### src/rtl/ipv4rhf_pkg.sv
// constants and codes shared by the ipv4 receive header filter
// no dependencies

package ipv4rhf_pkg;

    localparam logic [31:0] LOCAL_ADDRESS_RESET = 32'h0A00_0002;
    localparam logic [15:0] ETHERTYPE_IPV4      = 16'h0800;
    localparam logic [15:0] NO_FRAG_MASK        = 16'h3FFF;
    localparam logic [15:0] SUM_ALL_ONES        = 16'hFFFF;
    localparam logic [3:0]  IP_VERSION_4        = 4'd4;
    localparam logic [15:0] ETH_HDR_BYTES       = 16'd14;
    localparam logic [15:0] MIN_FRAME_LAST_IDX  = 16'd33;
    localparam logic [5:0]  MIN_HDR_BYTES       = 6'd20;
    localparam logic [15:0] COUNT_MAX           = 16'hFFFF;

    // byte positions within the frame
    localparam logic [15:0] POS_ETYPE_HI = 16'd12;
    localparam logic [15:0] POS_ETYPE_LO = 16'd13;
    localparam logic [15:0] POS_VER_IHL  = 16'd14;
    localparam logic [15:0] POS_TLEN_HI  = 16'd16;
    localparam logic [15:0] POS_TLEN_LO  = 16'd17;
    localparam logic [15:0] POS_FRAG_HI  = 16'd20;
    localparam logic [15:0] POS_FRAG_LO  = 16'd21;
    localparam logic [15:0] POS_PROTO    = 16'd23;
    localparam logic [15:0] POS_DST_0    = 16'd30;
    localparam logic [15:0] POS_DST_3    = 16'd33;

    typedef enum logic [3:0] {
        RSN_OK        = 4'd0,
        RSN_SHORT     = 4'd1,
        RSN_ETHERTYPE = 4'd2,
        RSN_VERSION   = 4'd3,
        RSN_IHL       = 4'd4,
        RSN_TRUNCATED = 4'd5,
        RSN_TOTAL_LEN = 4'd6,
        RSN_ADDRESS   = 4'd7,
        RSN_CHECKSUM  = 4'd8,
        RSN_FRAGMENT  = 4'd9
    } reason_t;

endpackage

### src/rtl/ipv4_receive_header_filter_top.sv
// ipv4 receive header filter: byte-wide frame in, one verdict per frame out
// depends on ipv4rhf_pkg
//
// channel   direction  handshake                  payload
// frame     in         frame_valid / frame_stall  data_byte, last_byte
// verdict   out        verdict_valid / verdict_stall
//                                                 accepted, reason, protocol,
//                                                 header_length, payload_length
// cfg       in         cfg_valid / cfg_ready      cfg_data (local address)
//
// one byte per cycle while not stalled; each byte passes the input register, and
// the verdict is loaded into the result register as the last byte leaves it
// all header capture, checksum add and checks sit between those two registers
// non-last bytes keep flowing while a verdict waits; a last byte waits only
// if the result register is still held by verdict_stall
// reset clears all frame state and sets the local address to 10.0.0.2

module ipv4_receive_header_filter_top
(
    input  logic        clk,
    input  logic        rst_n,
    input  logic        frame_valid,
    output logic        frame_stall,
    input  logic [7:0]  data_byte,
    input  logic        last_byte,
    output logic        verdict_valid,
    input  logic        verdict_stall,
    output logic        accepted,
    output logic [3:0]  reason,
    output logic [7:0]  protocol,
    output logic [5:0]  header_length,
    output logic [15:0] payload_length,
    input  logic        cfg_valid,
    output logic        cfg_ready,
    input  logic [31:0] cfg_data
);

    logic [31:0] local_addr_reg;

    logic        in_valid_reg;
    logic [7:0]  in_byte_reg;
    logic        in_last_reg;

    logic [15:0] count_reg, count_next;
    logic [15:0] sum_reg, sum_next;
    logic [7:0]  held_reg, held_next;
    logic [15:0] etype_reg, etype_next;
    logic [7:0]  ver_ihl_reg, ver_ihl_next;
    logic [15:0] tlen_reg, tlen_next;
    logic [15:0] frag_reg, frag_next;
    logic [7:0]  proto_reg, proto_next;
    logic [31:0] dst_reg, dst_next;

    logic        out_valid_reg;
    logic        out_accepted_reg;
    logic [3:0]  out_reason_reg;
    logic [7:0]  out_proto_reg;
    logic [5:0]  out_hlen_reg;
    logic [15:0] out_plen_reg;

    logic        advance;
    logic        finish;
    logic [15:0] idx;
    logic [15:0] off;
    logic [5:0]  hlen;
    logic        in_header;
    logic [16:0] sum_wide;
    logic [15:0] sum_fold;
    logic [16:0] idx_wide;
    ipv4rhf_pkg::reason_t rsn;

    assign cfg_ready = 1'b1;

    always_ff @(posedge clk or negedge rst_n)
    begin
        if (!rst_n)
        begin
            local_addr_reg <= ipv4rhf_pkg::LOCAL_ADDRESS_RESET;
        end
        else if (cfg_valid && cfg_ready)
        begin
            local_addr_reg <= cfg_data;
        end
    end

    // a last byte needs the result register free
    assign advance     = in_valid_reg
                       && (!in_last_reg || !out_valid_reg || !verdict_stall);
    assign frame_stall = in_valid_reg && !advance;
    assign finish      = advance && in_last_reg;

    always_ff @(posedge clk or negedge rst_n)
    begin
        if (!rst_n)
        begin
            in_valid_reg <= 1'b0;
        end
        else if (!frame_stall)
        begin
            in_valid_reg <= frame_valid;
        end
    end

    always_ff @(posedge clk)
    begin
        if (!frame_stall)
        begin
            in_byte_reg <= data_byte;
            in_last_reg <= last_byte;
        end
    end

    assign idx      = count_reg;
    assign idx_wide = {1'b0, idx};

    // header field capture for the current byte
    always_comb
    begin
        etype_next   = etype_reg;
        ver_ihl_next = ver_ihl_reg;
        tlen_next    = tlen_reg;
        frag_next    = frag_reg;
        proto_next   = proto_reg;
        dst_next     = dst_reg;
        case (idx)
            ipv4rhf_pkg::POS_ETYPE_HI: etype_next   = {in_byte_reg, etype_reg[7:0]};
            ipv4rhf_pkg::POS_ETYPE_LO: etype_next   = {etype_reg[15:8], in_byte_reg};
            ipv4rhf_pkg::POS_VER_IHL:  ver_ihl_next = in_byte_reg;
            ipv4rhf_pkg::POS_TLEN_HI:  tlen_next    = {in_byte_reg, tlen_reg[7:0]};
            ipv4rhf_pkg::POS_TLEN_LO:  tlen_next    = {tlen_reg[15:8], in_byte_reg};
            ipv4rhf_pkg::POS_FRAG_HI:  frag_next    = {in_byte_reg, frag_reg[7:0]};
            ipv4rhf_pkg::POS_FRAG_LO:  frag_next    = {frag_reg[15:8], in_byte_reg};
            ipv4rhf_pkg::POS_PROTO:    proto_next   = in_byte_reg;
            default: ;
        endcase
        if (idx >= ipv4rhf_pkg::POS_DST_0 && idx <= ipv4rhf_pkg::POS_DST_3)
        begin
            dst_next = {dst_reg[23:0], in_byte_reg};
        end
    end

    // checksum over header words, ihl taken after this byte's capture
    assign hlen      = {ver_ihl_next[3:0], 2'b00};
    assign off       = idx - ipv4rhf_pkg::ETH_HDR_BYTES;
    assign in_header = (idx >= ipv4rhf_pkg::ETH_HDR_BYTES) && (off < {10'd0, hlen});
    assign sum_wide  = {1'b0, sum_reg} + {1'b0, held_reg, in_byte_reg};
    assign sum_fold  = sum_wide[15:0] + {15'd0, sum_wide[16]};

    always_comb
    begin
        held_next = held_reg;
        sum_next  = sum_reg;
        if (in_header)
        begin
            // even offset opens a word, odd offset closes it
            if (!off[0])
            begin
                held_next = in_byte_reg;
            end
            else
            begin
                sum_next = sum_fold;
            end
        end
    end

    always_comb
    begin
        if (idx < ipv4rhf_pkg::MIN_FRAME_LAST_IDX)
            rsn = ipv4rhf_pkg::RSN_SHORT;
        else if (etype_next != ipv4rhf_pkg::ETHERTYPE_IPV4)
            rsn = ipv4rhf_pkg::RSN_ETHERTYPE;
        else if (ver_ihl_next[7:4] != ipv4rhf_pkg::IP_VERSION_4)
            rsn = ipv4rhf_pkg::RSN_VERSION;
        else if (hlen < ipv4rhf_pkg::MIN_HDR_BYTES)
            rsn = ipv4rhf_pkg::RSN_IHL;
        else if (idx_wide < 17'd13 + {11'd0, hlen})
            rsn = ipv4rhf_pkg::RSN_TRUNCATED;
        else if (tlen_next < {10'd0, hlen} || {1'b0, tlen_next} + 17'd13 > idx_wide)
            rsn = ipv4rhf_pkg::RSN_TOTAL_LEN;
        else if (dst_next != local_addr_reg)
            rsn = ipv4rhf_pkg::RSN_ADDRESS;
        else if (sum_next != ipv4rhf_pkg::SUM_ALL_ONES)
            rsn = ipv4rhf_pkg::RSN_CHECKSUM;
        else if ((frag_next & ipv4rhf_pkg::NO_FRAG_MASK) != 16'd0)
            rsn = ipv4rhf_pkg::RSN_FRAGMENT;
        else
            rsn = ipv4rhf_pkg::RSN_OK;
    end

    always_comb
    begin
        if (in_last_reg)
            count_next = 16'd0;
        else if (idx == ipv4rhf_pkg::COUNT_MAX)
            count_next = idx;
        else
            count_next = idx + 16'd1;
    end

    // frame state, cleared after every last byte
    always_ff @(posedge clk or negedge rst_n)
    begin
        if (!rst_n)
        begin
            count_reg   <= 16'd0;
            sum_reg     <= 16'd0;
            held_reg    <= 8'd0;
            etype_reg   <= 16'd0;
            ver_ihl_reg <= 8'd0;
            tlen_reg    <= 16'd0;
            frag_reg    <= 16'd0;
            proto_reg   <= 8'd0;
            dst_reg     <= 32'd0;
        end
        else if (advance)
        begin
            count_reg <= count_next;
            if (in_last_reg)
            begin
                sum_reg     <= 16'd0;
                held_reg    <= 8'd0;
                etype_reg   <= 16'd0;
                ver_ihl_reg <= 8'd0;
                tlen_reg    <= 16'd0;
                frag_reg    <= 16'd0;
                proto_reg   <= 8'd0;
                dst_reg     <= 32'd0;
            end
            else
            begin
                sum_reg     <= sum_next;
                held_reg    <= held_next;
                etype_reg   <= etype_next;
                ver_ihl_reg <= ver_ihl_next;
                tlen_reg    <= tlen_next;
                frag_reg    <= frag_next;
                proto_reg   <= proto_next;
                dst_reg     <= dst_next;
            end
        end
    end

    always_ff @(posedge clk or negedge rst_n)
    begin
        if (!rst_n)
        begin
            out_valid_reg <= 1'b0;
        end
        else if (finish)
        begin
            out_valid_reg <= 1'b1;
        end
        else if (!verdict_stall)
        begin
            out_valid_reg <= 1'b0;
        end
    end

    always_ff @(posedge clk)
    begin
        if (finish)
        begin
            out_accepted_reg <= (rsn == ipv4rhf_pkg::RSN_OK);
            out_reason_reg   <= rsn;
            out_proto_reg    <= proto_next;
            out_hlen_reg     <= hlen;
            out_plen_reg     <= (rsn == ipv4rhf_pkg::RSN_OK)
                              ? (tlen_next - {10'd0, hlen}) : 16'd0;
        end
    end

    assign verdict_valid  = out_valid_reg;
    assign accepted       = out_accepted_reg;
    assign reason         = out_reason_reg;
    assign protocol       = out_proto_reg;
    assign header_length  = out_hlen_reg;
    assign payload_length = out_plen_reg;

    // a new verdict only follows a last byte moving out of the input register
    a_verdict_from_last: assert property (@(posedge clk) disable iff (!rst_n)
        $rose(verdict_valid) |-> $past(finish))
        else $error("verdict without a last byte");

    a_accept_matches_reason: assert property (@(posedge clk) disable iff (!rst_n)
        verdict_valid |-> (accepted == (reason == ipv4rhf_pkg::RSN_OK)))
        else $error("accepted flag disagrees with reason");

    a_reject_no_payload: assert property (@(posedge clk) disable iff (!rst_n)
        (verdict_valid && !accepted) |-> (payload_length == 16'd0))
        else $error("rejected frame reports a payload length");

    a_accept_hdr_len: assert property (@(posedge clk) disable iff (!rst_n)
        (verdict_valid && accepted) |-> (header_length >= ipv4rhf_pkg::MIN_HDR_BYTES))
        else $error("accepted frame with short header");

    a_frame_restart: assert property (@(posedge clk) disable iff (!rst_n)
        finish |=> (count_reg == 16'd0 && sum_reg == 16'd0))
        else $error("frame state not cleared after last byte");

endmodule

### config.mk
export PLATFORM = sky130hd
export DESIGN_NAME = ipv4_receive_header_filter_top
export DESIGN_NICKNAME = d
export VERILOG_FILES = /design/src/rtl/ipv4rhf_pkg.sv /design/src/rtl/ipv4_receive_header_filter_top.sv
export SDC_FILE = /design/constraint.sdc
export NUM_CORES = 1
export LEC_CHECK = 0
export BUFFER_PORTS_ARGS = -buffer_cell sky130_fd_sc_hd__clkbuf_2
export CAP_MARGIN = 20
export CORE_MARGIN = 2
export CORE_UTILIZATION = 40
export DETAILED_ROUTE_END_ITERATION = 7
export HOLD_SLACK_MARGIN = 0.15
export SLEW_MARGIN = 30
export SYNTH_ARGS = -nofsm -noshare
export SYNTH_HDL_FRONTEND = slang
export SYNTH_SLANG_ARGS = --single-unit
### constraint.sdc
create_clock -name clk -period 9.6 [get_ports clk]
set_input_delay 0.96 -clock clk [delete_from_list [all_inputs] [get_ports clk]]
set_output_delay 0.96 -clock clk [all_outputs]
set_load 0.005 [all_outputs]
Word-level counts from Yosys, hierarchy flattened
Cells that the tools add are included.

word-level totals
  register bits after elaboration = 210
  bits in latches = 0
  memory bits (writable) = 0
  bits in read-only memories = 0
  bits of input ports = 46
  output and inout bits = 38
  logic and storage cells = 99
  memories = 0

cells by class
  add/sub/neg operators = 7
  $mul = 0
  div/mod/pow operators = 0
  magnitude comparators = 9
  eq/ne operators = 16
  shifts and indexed selects = 0
  muxes and demuxes = 31
  bitwise logic cells = 0
  reduce and logical (&&, ||, !) cells = 17

operators by type and width
  cell                                                          number
  2-to-1 mux 16 bit                                             7
  equality test 16 x 5 -> 1 bit (second input constant)         5
  2-to-1 mux 32 bit                                             2
  case mux 16 bit (2 select lines)                              2
  2-to-1 mux 8 bit                                              7
  equality test 16 x 4 -> 1 bit (second input constant)         3
  2-to-1 mux 4 bit                                              9
  less-than comparator 16 x 6 -> 1 bit                          2
  != test 32 bit                                                1
  case mux 14 bit (2 select lines)                              1
  adder 16 x 16 -> 17 bit                                       1
  adder 16 x 4 -> 17 bit (second input constant)                1
  > comparator 17 x 16 -> 1 bit                                 1
  adder 16 x 1 -> 16 bit                                        1
  adder 16 x 1 -> 16 bit (second input constant)                1
  equality test 16 bit (second input constant)                  1
  >= comparator 16 x 4 -> 1 bit (second input constant)         1
  >= comparator 16 x 5 -> 1 bit (second input constant)         1
  <= comparator 16 x 6 -> 1 bit (second input constant)         1
  less-than comparator 16 x 6 -> 1 bit (second input constant)  1
  less-than comparator 16 x 7 -> 1 bit                          1
  != test 16 x 12 -> 1 bit (second input constant)              1
  != test 16 bit (second input constant)                        1
  nonzero test 16 bit                                           1
  16 further kinds                                              27

Logic depth before layout (Yosys ltp)
Gate-level depths: netlist (run 1).

  word-level depth = 15
  mapped depth = 30
  mapped depth without buffers = 26

Least setup slack after synthesis (run 1)
No wires, ideal clock.

  path kind = reg2reg
  from = register count_reg[1]
  to = register out_plen_reg[10] (netlist: payload_length[10]) (data pin)
  setup time = 0.170 ns
  arrival = 5.204 ns
  data required time = 9.430 ns
  setup slack = 4.226 ns
  cell stages (with the launch flop) = 30
  buffers on the path = 3
  path through = dfrtp_1 > inv_1 > ha_1 > nor4bb_1 > and4_1 > buf_2 > nand2b_1 > clkbuf_1 > nand2_1 > o21ai_0 > ha_1 > a21oi_1 > a22o_1 > nor2_1 > nand2_1 > nor4_1 > xnor2_1 > ha_1 > a21oi_1 > o21ai_0 > a21oi_1 > nor2b_1 > o31a_1 > o21ai_0 > o211ai_2 > nor4_1 > and4b_1 > a31oi_4 > buf_6 > nor4_2

RTL lines
  what                                  RTL line                               RTL
  start, declared                       ipv4_receive_header_filter_top.sv:44   logic [15:0] count_reg, count_next;
  start signal, assigned                ipv4_receive_header_filter_top.sv:218  count_reg <= count_next;
  equality test 16 x 5 -> 1 bit         ipv4_receive_header_filter_top.sv:125  case (idx)
  case mux 16 bit (2 select lines) (*)  ipv4_receive_header_filter_top.sv:125
  net tlen_next[1]                      ipv4_receive_header_filter_top.sv:49   logic [15:0] tlen_reg, tlen_next;
  adder 16 x 4 -> 17 bit                ipv4_receive_header_filter_top.sv:179  else if (tlen_next < {10'd0, hlen} || {1'b0, tlen_next} + 17'd13 > idx_wide)
  > comparator 17 x 16 -> 1 bit         ipv4_receive_header_filter_top.sv:179
  logical OR 1 bit                      ipv4_receive_header_filter_top.sv:179
  2-to-1 mux 4 bit                      ipv4_receive_header_filter_top.sv:179
  2-to-1 mux 4 bit                      ipv4_receive_header_filter_top.sv:177  else if (idx_wide < 17'd13 + {11'd0, hlen})
  2-to-1 mux 4 bit                      ipv4_receive_header_filter_top.sv:175  else if (hlen < ipv4rhf_pkg::MIN_HDR_BYTES)
  2-to-1 mux 4 bit                      ipv4_receive_header_filter_top.sv:173  else if (ver_ihl_next[7:4] != ipv4rhf_pkg::IP_VERSION_4)
  2-to-1 mux 4 bit                      ipv4_receive_header_filter_top.sv:171  else if (etype_next != ipv4rhf_pkg::ETHERTYPE_IPV4)
  2-to-1 mux 4 bit                      ipv4_receive_header_filter_top.sv:169  if (idx < ipv4rhf_pkg::MIN_FRAME_LAST_IDX)
  zero test 4 bit                       ipv4_receive_header_filter_top.sv:268  out_plen_reg <= (rsn == ipv4rhf_pkg::RSN_OK)
  end signal, assigned                  ipv4_receive_header_filter_top.sv:268
  end, declared                         ipv4_receive_header_filter_top.sv:59   logic [15:0] out_plen_reg;

The timed path passes the listed nets; every way through them passes the cells marked *.
A chain may end at the register's enable or synchronous reset.

Worst setup path after layout (run 1)
  from = register count_reg[1]
  to = register out_plen_reg[5] (netlist: payload_length[5]) (data pin)

Same word-level chain as after synthesis.

==> out/results.ini, run 1 <==
[pwr]
cell_internal_pwr_mw = 1.56
pwr-share-seq = 0.461
p_sw_frac = 0.255
power_density_nw_per_um2 = 148
clkPwrFrac = 0.449
p_comb_frac = 0.090
p_leak_nw = 6.09
p_sw_mw = 0.534
ir_drop_mv = 0.132

[timing]
setup_viol = 0
tightestPinTransition_ps = 956
fin_ws_ps = 2930
rsz0062_at_grt = false
fin_crit_sh = 0.694
clock-skew-final_ps = 14.1
layout_min_cycle_time_ps = 6670
hold_viol_final = 0
clock.fmax_mhz = 150
slew_viol_final = 0
hold_ws_ps = 343
slew_headroom = 0.344
fin_setup_tns_ps = 0

[placement]
hpwl_mm = 25.1
placed_cells = 1716
post-place-ws_ps = 3000
io_buffer_count = 80
placed_area_um2 = 13400
gp_congestion = 0.952

[routing]
first_pass_iters = 7
ant_nets = 0
via_per_inst = 5.87
vias = 10300
wl_mm = 35.3
drc = 0
drt_iter0_markers = 936
wl_per_cell_um = 20.1

[synth]
synth-seq-cells = 210
synth_top_area_cell = dfrtp_1
yosys-top-cells-area = dfrtp_1 (33%), edfxtp_1 (10%), ha_1 (5.4%)
yosys_warnings = 0
synth_top_cell_area_share = 0.328
ys.flop_type = dfrtp_1
syn_area_um2 = 12600
synthArstFlopShare = 0.800
syn-instance-count = 1280
ys_seq_area_frac = 0.435
syn_area_per_cell_um2 = 9.83
synth_cell_types = 82
synth_edf_count = 42

[global_routing]
grt_max_degree = 77
grt_pass1_vias = 10100
antenna_found_initial = 0
grt_usage = 0.215
gr-total-overflow = 0
grt_pass1_wl_mm = 56.7

[cells_and_area]
nets = 1449
most-common-layout-cells = dfrtp_1 (165), nand2_1 (143), o21ai_0 (111)
diodes = 0
multiInputGateArea_um2 = 6650
final_area_um2 = 14200
drive_gt1_frac = 0.155
instances_no_fill = 1762
final_common_cell = dfrtp_1
syn2layout_area_growth_pct = 12.6
fill_cells = 2970
register_area_um2 = 5470

[clocking]
numCtsBuffers = 25
cts.sinks = 210
cts_hold_buffers = 0
cts_tree = built
cts_max_level = 1
clkLatencyLatePin_ps = 530
clkTransAtPathRegs_ps = 60
clockBufferDepth = 3
cts_resized = 0
post_cts_buffers = 0
cts-root-buf = clkbuf_16

[critical_path]
r2r_slack_ps = 2930
path_class = reg2reg
rr_endpoint = payload_length[5]$_SDFFCE_PP0P_
worst_r2r_path_depth = 26
crit_path_end = payload_length[5]$_SDFFCE_PP0P_
cp-startpoint = count_reg[1]$_DFFE_PN0P_
cp-end-kind = register
startpoint_type = register
r2r-start = count_reg[1]$_DFFE_PN0P_
crit_required_ps = 9830
cp_max_fo = 18
arrival_ps = 6900

[floorplan]
initial_utilization = 0.409
fp.dieH_um = 181
dieArea_um2 = 32900
rows = 64
core_um2 = 30700
die_w_um = 181
num_io_pins = 84

[worst_hold_path]
hold_class = in2async

[job]
max_cap_viol_count = 0

[run_status]
status = complete, no violations

## how the worst min path moves through the flow
stage | startpoint | depth (start not counted) | slack [ps] | end
detailed placement | etype_reg[15]$_DFFE_PN0P_ | 2 | 470 | etype_reg[15]$_DFFE_PN0P_
global placement | frag_reg[0]$_DFFE_PN0P_ | 2 | 460 | frag_reg[0]$_DFFE_PN0P_
CTS | rst_n | 1 | 340 | dst_reg[13]$_DFFE_PN0P_
floorplan | etype_reg[15]$_DFFE_PN0P_ | 2 | 440 | etype_reg[15]$_DFFE_PN0P_
global route | rst_n | 1 | 370 | dst_reg[13]$_DFFE_PN0P_
finish | rst_n | 1 | 340 | dst_reg[13]$_DFFE_PN0P_
## power groups by stage
stage	Combinational, mW	Clock [mW]	Sequential [mW]
2_1_floorplan	0.109	0	0.972
3_3_place_gp	0.186	0	0.980
3_5_place_dp	0.187	0	0.981
4_1_cts	0.188	0.963	0.964
5_1_grt	0.206	0.997	0.967
6_report	0.187	0.940	0.964
## kinds of logic (layout without fill, tap and decap cells)
kind of cell             count (synthesis)  in the layout  synth area share
AO/OA/AOI/OAI                          321            321             0.175
XOR/XNOR                                95             95            0.0661
adder cells (fa/ha/maj)                 56             56            0.0569
buffers and inverters                  110            195            0.0388
flip-flops                             210            210             0.435
multiplexers                            47             47            0.0405
other                                    2              3          0.000597
AND/OR/NAND/NOR                        439            439             0.187
## stage by stage
step                utilization  power, mW
floorplan                     -       1.08
global placement          0.434       1.17
detailed placement        0.434       1.17
CTS                       0.461       2.12
global route              0.461       2.17
finish                    0.461       2.09
## synthesized netlist by cell type (11+ instances only)
master	n
nand2_1	143
xnor2_1	71
edfxtp_1	42
nor2_1	69
mux2_2	31
inv_1	48
or3_1	16
nor4_1	32
clkbuf_1	38
dfrtp_1	165
ha_1	54
nand4_1	23
xor2_1	24
nor3_1	28
o21ai_0	111
a22o_1	64
a21o_1	16
and3_1	13
nand3_1	32
a21oi_1	38
nand2b_1	15
nor2b_1	11
mux2i_1	16
## critical path, cell delays in order, from the launching register on
cell and delay, ps:
dfrtp_1 450, inv_1 170, ha_1 460, nor4bb_1 520, and4_1 470, nand2b_1 260
nand2_1 120, o21ai_0 190, ha_1 290, a21oi_1 170, a22o_1 200, nor2_1 80
nand2_1 160, nor2_1 80, xnor2_1 150, ha_1 310, a21oi_1 140, o21ai_0 80
a21oi_1 150, nor2b_1 60, o31a_1 230, o21ai_0 190, o211ai_2 190, nand3_1 130
nand3_1 80, and4b_1 850, nor4_1 150
## routing by layer
layer / share of wire / routed length (µm) / GRT usage / vias to the layer above
met4: 0.042 / 1490 / 0.0891 / 0
met3: 0.057 / 2010 / 0.0286 / 84
li1: - / - / - / 4858
met5: 0 / 0 / 0 / -
met1: 0.46 / 16400 / 0.306 / 5056
met2: 0.44 / 15500 / 0.331 / 347
## final cells by class
class | instances | area share
multi-input combinational | 961 | 0.469
inverter | 49 | 0.0130
clock buffer | 38 | 0.0520
clock inverter | 8 | 0.00512
tap | 396 | 0.0350
timing repair buffer | 100 | 0.0396
sequential | 210 | 0.386
(Power assumes the default switching activity.)
==> run 2: changes to the inputs <==
- ABC_AREA: unset -> 1
- clock period: 9.6 -> 6.7 ns (I/O delays scaled with it)
==> run 2 against run 1 <==
Final area is 9.1% higher. Combinational power is 150% higher. Routed wire length is 16% higher. Die area is 9.9% higher. Clock-buffer cell count is 2 lower. Area after synthesis is 10% higher. Core utilization is 1.0 points lower. Total power is 53% higher. Critical path depth stayed put. Critical path type unchanged. Largest power group unchanged.
==> out/results.ini, run 2 <==
[run_status]
status = complete, no violations

[synth]
synth_top_area_cell = dfrtp_1
synth_top_cell_area_share = 0.298
synth_cell_types = 60
synth_edf_count = 42
synth_most_common_cell = nand2_1
yosys_warnings = 0
synthTopCellsByCount = nand2_1 (532), inv_1 (296), dfrtp_1 (165), nor2_1 (142), o21ai_0 (111)
syn_area_um2 = 13900
synthArstFlopShare = 0.800
ys.flop_type = dfrtp_1
ys_seq_area_frac = 0.395
yosys-top-cells-area = dfrtp_1 (30%), nand2_1 (14%), edfxtp_1 (9.1%)
syn-instance-count = 1885
synth-seq-cells = 210
syn_area_per_cell_um2 = 7.35

[placement]
io_buffer_count = 80
gp_congestion = 0.914
hpwl_mm = 29.6
placed_area_um2 = 14700

[timing]
fin_crit_sh = 0.830
slew_viol_final = 0
clock-skew-final_ps = 15.4
tightestPinTransition_ps = 844
clock.fmax_mhz = 180
fin_setup_tns_ps = 0
hold_viol_final = 0
rsz0062_at_grt = false
setup_viol = 0
slew_headroom = 0.437
layout_min_cycle_time_ps = 5560

[cells_and_area]
drive_gt1_frac = 0.110
syn2layout_area_growth_pct = 11.6
most-common-layout-cells = nand2_1 (532), inv_1 (295), dfrtp_1 (165)
fill_cells = 3534
final_area_um2 = 15500
final_common_cell = nand2_1
nets = 2058
diodes = 0

[critical_path]
cp-end-kind = register
startpoint_type = register
arrival_ps = 5850
crit_required_ps = 6980
cp_max_fo = 17
path_class = reg2reg

[routing]
via_per_inst = 5.24
vias = 12700
drt_iter0_markers = 910
ant_nets = 0
drc = 0
wl_mm = 40.9
wl_per_cell_um = 16.8
first_pass_iters = 5

[pwr]
p_leak_nw = 7.56
clkPwrFrac = 0.414
pwr-share-seq = 0.440
cell_internal_pwr_mw = 2.26
p_comb_frac = 0.145
p_sw_mw = 0.942
p_sw_frac = 0.295
power_density_nw_per_um2 = 207
ir_drop_mv = 0.180

[global_routing]
grt_max_degree = 105
grt_pass1_vias = 12200
antenna_found_initial = 1
gr-total-overflow = 0
grt_usage = 0.231
grt_pass1_wl_mm = 65.7

[clocking]
cts_resized = 0
numCtsBuffers = 25
cts_hold_buffers = 0
cts_tree = built
cts-root-buf = clkbuf_16
cts.sinks = 210
clockBufferDepth = 3
clkTransAtPathRegs_ps = 60
clkLatencyLatePin_ps = 550
post_cts_buffers = 0
cts_max_level = 1

[floorplan]
fp.dieH_um = 190
initial_utilization = 0.404
num_io_pins = 84
dieArea_um2 = 36100
rows = 68
core_um2 = 34300
die_w_um = 190

[worst_hold_path]
hold_class = in2async

[job]
max_cap_viol_count = 0

[run 2: cell count changes after synthesis, sizes merged, moves of 70 or more]
| cell | before | now |
|---|---|---|
| o22ai | 8 | 87 |
| xnor2 | 71 | 1 |
| nand2 | 143 | 544 |
| nand3 | 34 | 108 |
| nor2 | 70 | 166 |
| inv | 49 | 313 |
[run 2: layout make-up]
| cell class | count | area, µm² | area share |
|---|---|---|---|
| timing repair buffer | 91 | 499 | 0.0323 |
| clock buffer | 36 | 687 | 0.0444 |
| inverter | 318 | 1200 | 0.0776 |
| sequential | 210 | 5470 | 0.354 |
| multi-input combinational | 1310 | 6940 | 0.449 |
| clock inverter | 10 | 93.8 | 0.00607 |
| tap | 455 | 569 | 0.0368 |
[run 2: cells by family after synthesis]
logic type | synth area share
other cells | 0.000542
compound gates | 0.138
fa+ha+maj | 0.0517
simple gates | 0.291
xor+xnor | 0.0190
buf+inv | 0.105
flops | 0.395
[run 2: stage by stage]
step	std cells	worst slack [ps]	hold WS (ps)	utilization	total power, mW
after global routing	2430	530	234	0.451	3.35
after CTS	2430	1200	207	0.451	3.23
after detailed placement	2384	1240	473	0.428	1.90
after floorplan	1886	2220	374	-	1.73
after global placement	2384	1450	466	0.428	1.89
final	2430	1140	164	0.451	3.20
[run 2: power by group through the flow]
stage	combinational (mW)	sequential [mW]	clock [mW]
after global routing	0.529	1.42	1.41
after detailed placement	0.465	1.43	0
after CTS	0.468	1.41	1.35
after floorplan	0.318	1.42	0
final	0.465	1.41	1.33
after global placement	0.459	1.43	0
[run 2: worst paths after layout]
| kind | startpoint | endpoint | slack (ps) | depth (start not counted) |
|---|---|---|---|---|
| worst max-delay path | count_reg[0]$_DFFE_PN0P_ | payload_length[4]$_SDFFCE_PP0P_ | 1140 | 26 |
| worst min-delay path | rst_n | proto_reg[0]$_DFFE_PN0P_ | 160 | 1 |
| worst max register to register | count_reg[0]$_DFFE_PN0P_ | payload_length[4]$_SDFFCE_PP0P_ | 1140 | 26 |
| worst min register to register | dst_reg[27]$_DFFE_PN0P_ | dst_reg[27]$_DFFE_PN0P_ | 480 | 2 |
| max in group asynchronous | rst_n | local_addr_reg[6]$_DFFE_PN0P_ | 5190 | 2 |
| min in group clk | data_byte[5] | in_byte_reg[5]$_DFFE_PN_ | 300 | 1 |
[run 2: critical path, stage by stage, from the launching register on]
cell	delay [ps]
dfrtp_1	760
inv_1	390
nand3_1	190
nor2_1	70
nand2_1	280
inv_1	150
a21oi_1	590
ha_1	380
a211o_1	260
nor3b_1	180
nand3_1	90
nor2_1	190
nand3_1	210
inv_1	210
nand3_1	100
nand2_1	150
nand2_1	70
nor2_1	130
nand4_1	90
nand2_1	70
nand2_1	50
nand2_1	60
nand2_1	50
nand2_1	50
nand2_1	100
nand3_4	310
nor2_1	80
[run 2: per-layer routing]
| layer | up-vias | wire length (µm) | global-route usage |
|---|---|---|---|
| li1 | 6287 | - | - |
| met1 | 5998 | 18700 | 0.318 |
| met2 | 356 | 18400 | 0.370 |
| met3 | 95 | 2200 | 0.0288 |
| met4 | 0 | 1670 | 0.0888 |
| met5 | - | 0 | 0 |
==> run 3: changes to the inputs <==
- clock period: 6.7 -> 5.1 ns (I/O delays scaled with it)
==> run 3 against run 2 <==
Register-to-register slack worse by 790 ps. Largest cell class unchanged. Combinational power rose by 44%. Via count up 1.8%. Non-clock buffer count is 67 higher. Sequential cell count did not move. Setup slack got worse by 790 ps. Final area increased by 4.8%. Global-route usage up 0.37 points. Largest power group is now clock.
==> out/results.ini, run 3 (synthesis gave the netlist of run 2 again) <==
[placement]
gp_congestion = 0.951
io_buffer_count = 80
placed_cells = 2427
placed_area_um2 = 15000
hpwl_mm = 31.3

[timing]
tightestPinTransition_ps = 949
hold_viol_final = 0
clock.fmax_mhz = 210
slew_headroom = 0.368
setup_viol = 0
clock-skew-final_ps = 14.6
layout_min_cycle_time_ps = 4750
fin_crit_sh = 0.932
slew_viol_final = 0

[critical_path]
cp-startpoint = count_reg[12]$_DFFE_PN0P_
crit_top_cell = nand2_1
cp-end-kind = register
max_stage_delay_ps = 480
startpoint_type = register
r2r-start = count_reg[12]$_DFFE_PN0P_
arrival_ps = 5160
r2r_slack_ps = 350
critPathSlowestCell = dfrtp_1
path_class = reg2reg
rr_endpoint = payload_length[0]$_SDFFCE_PP0P_
worst_r2r_path_depth = 36
crit_required_ps = 5510
crit_path_end = payload_length[0]$_SDFFCE_PP0P_
cp_max_fo = 11

[global_routing]
grt_pass1_wl_mm = 66.9
antenna_found_initial = 0
gr-total-overflow = 0
grt_pass1_vias = 12600
grt_usage = 0.234
grt_max_degree = 104

[clocking]
clockBufferDepth = 3
cts-root-buf = clkbuf_16
cts_tree = built
clkTransAtPathRegs_ps = 60
cts.sinks = 210
numCtsBuffers = 25
clkLatencyLatePin_ps = 550
cts_max_level = 1

[floorplan]
fp.dieH_um = 190
die_w_um = 190
dieArea_um2 = 36100
rows = 68
num_io_pins = 84
initial_utilization = 0.404
core_um2 = 34300

[cells_and_area]
most-common-layout-cells = nand2_1 (530), inv_1 (294), dfrtp_1 (163)
final_common_cell = nand2_1
drive_gt1_frac = 0.143
diodes = 0
final_area_um2 = 16200
nets = 2125
instances_no_fill = 2497
syn2layout_area_growth_pct = 16.9

[job]
max_cap_viol_count = 0

[routing]
first_pass_iters = 6
wl_mm = 42.2
drt_iter0_markers = 978
drc = 0
vias = 13000
wl_per_cell_um = 16.9
ant_nets = 0
via_per_inst = 5.19

[run_status]
status = complete, no violations

[pwr]
p_leak_nw = 7.95
power_density_nw_per_um2 = 275
ir_drop_mv = 0.223
p_total_mw = 4.46

[worst_hold_path]
hold_class = in2reg

==> run 3: changes by cell type in the layout (fill, tap and decap cells not counted), moves of 4 or more <==
cell,before,now
bufinv_16,1,5
dlygate4sd3_1,0,13
o22ai_1,85,81
buf_4,10,64
clkbuf_1,9,1
==> run 3: routing by layer <==
layer / global-route usage / vias to the layer above / part of all wire
met5: 0 / - / 0
met4: 0.0659 / 0 / 0.028
met3: 0.0336 / 74 / 0.055
met2: 0.383 / 369 / 0.45
met1: 0.323 / 6093 / 0.46
li1: - / 6426 / -
==> run 3: per-stage QoR <==
| step | worst slack (ps) | util | hold slack, ps | TNS [ps] |
|---|---|---|---|---|
| after detailed placement | 22.4 | 0.437 | 470 | 0 |
| after CTS | 163 | 0.468 | 150 | 0 |
| after floorplan | 619 | - | 214 | 0 |
| after global placement | 295 | 0.437 | 467 | 0 |
| final | 345 | 0.472 | 162 | 0 |
| after global routing | -11.9 | 0.472 | 157 | -14.8 |
==> run 3: timing repair <==
| item | 4_1_cts | 5_1_grt |
|---|---|---|
| pin swaps | 0 | 7 |
| hold buffers | 13 | 0 |
| setup buffers | 3 | 8 |
| hold endpoints to repair | 90 | 0 |
| setup endpoints to repair | 1 | 18 |
| gates resized for setup | 0 | 21 |
==> run 3: cell type report <==
class | instances | area (µm²)
clock buffer | 27 | 643
clock inverter | 19 | 253
fill | 3472 | 18100
inverter | 318 | 1200
multi-input combinational | 1310 | 7010
sequential | 210 | 5470
tap | 455 | 569
timing repair buffer | 158 | 1040
==> run 3: worst min-delay path by stage <==
stage / startpoint / end / slack [ps] / depth (start not counted)
floorplan: rst_n / count_reg[0]$_DFFE_PN0P_ / 210 / 0
global placement: ver_ihl_reg[4]$_DFFE_PN0P_ / ver_ihl_reg[4]$_DFFE_PN0P_ / 470 / 2
detailed placement: tlen_reg[10]$_DFFE_PN0P_ / tlen_reg[10]$_DFFE_PN0P_ / 470 / 2
CTS: cfg_data[9] / local_addr_reg[9]$_DFFE_PN0P_ / 150 / 3
global route: frame_valid / in_valid_reg$_DFFE_PN0N_ / 160 / 2
finish: cfg_data[1] / local_addr_reg[1]$_DFFE_PN1P_ / 160 / 3
==> run 3: critical path, delay by kind of cell, from the launching register on <==
family / cells / cell delay, ps
compound gates: 5 / 620
xor+xnor: 1 / 140
fa+ha+maj: 2 / 530
buf+inv: 4 / 420
flops: 1 / 480
simple gates: 24 / 2430
==> run 3: power breakdown <==
part / switching (mW) / internal (mW)
Sequential: 0.0357 / 1.79
Clock: 0.783 / 1.18
Combinational: 0.463 / 0.207
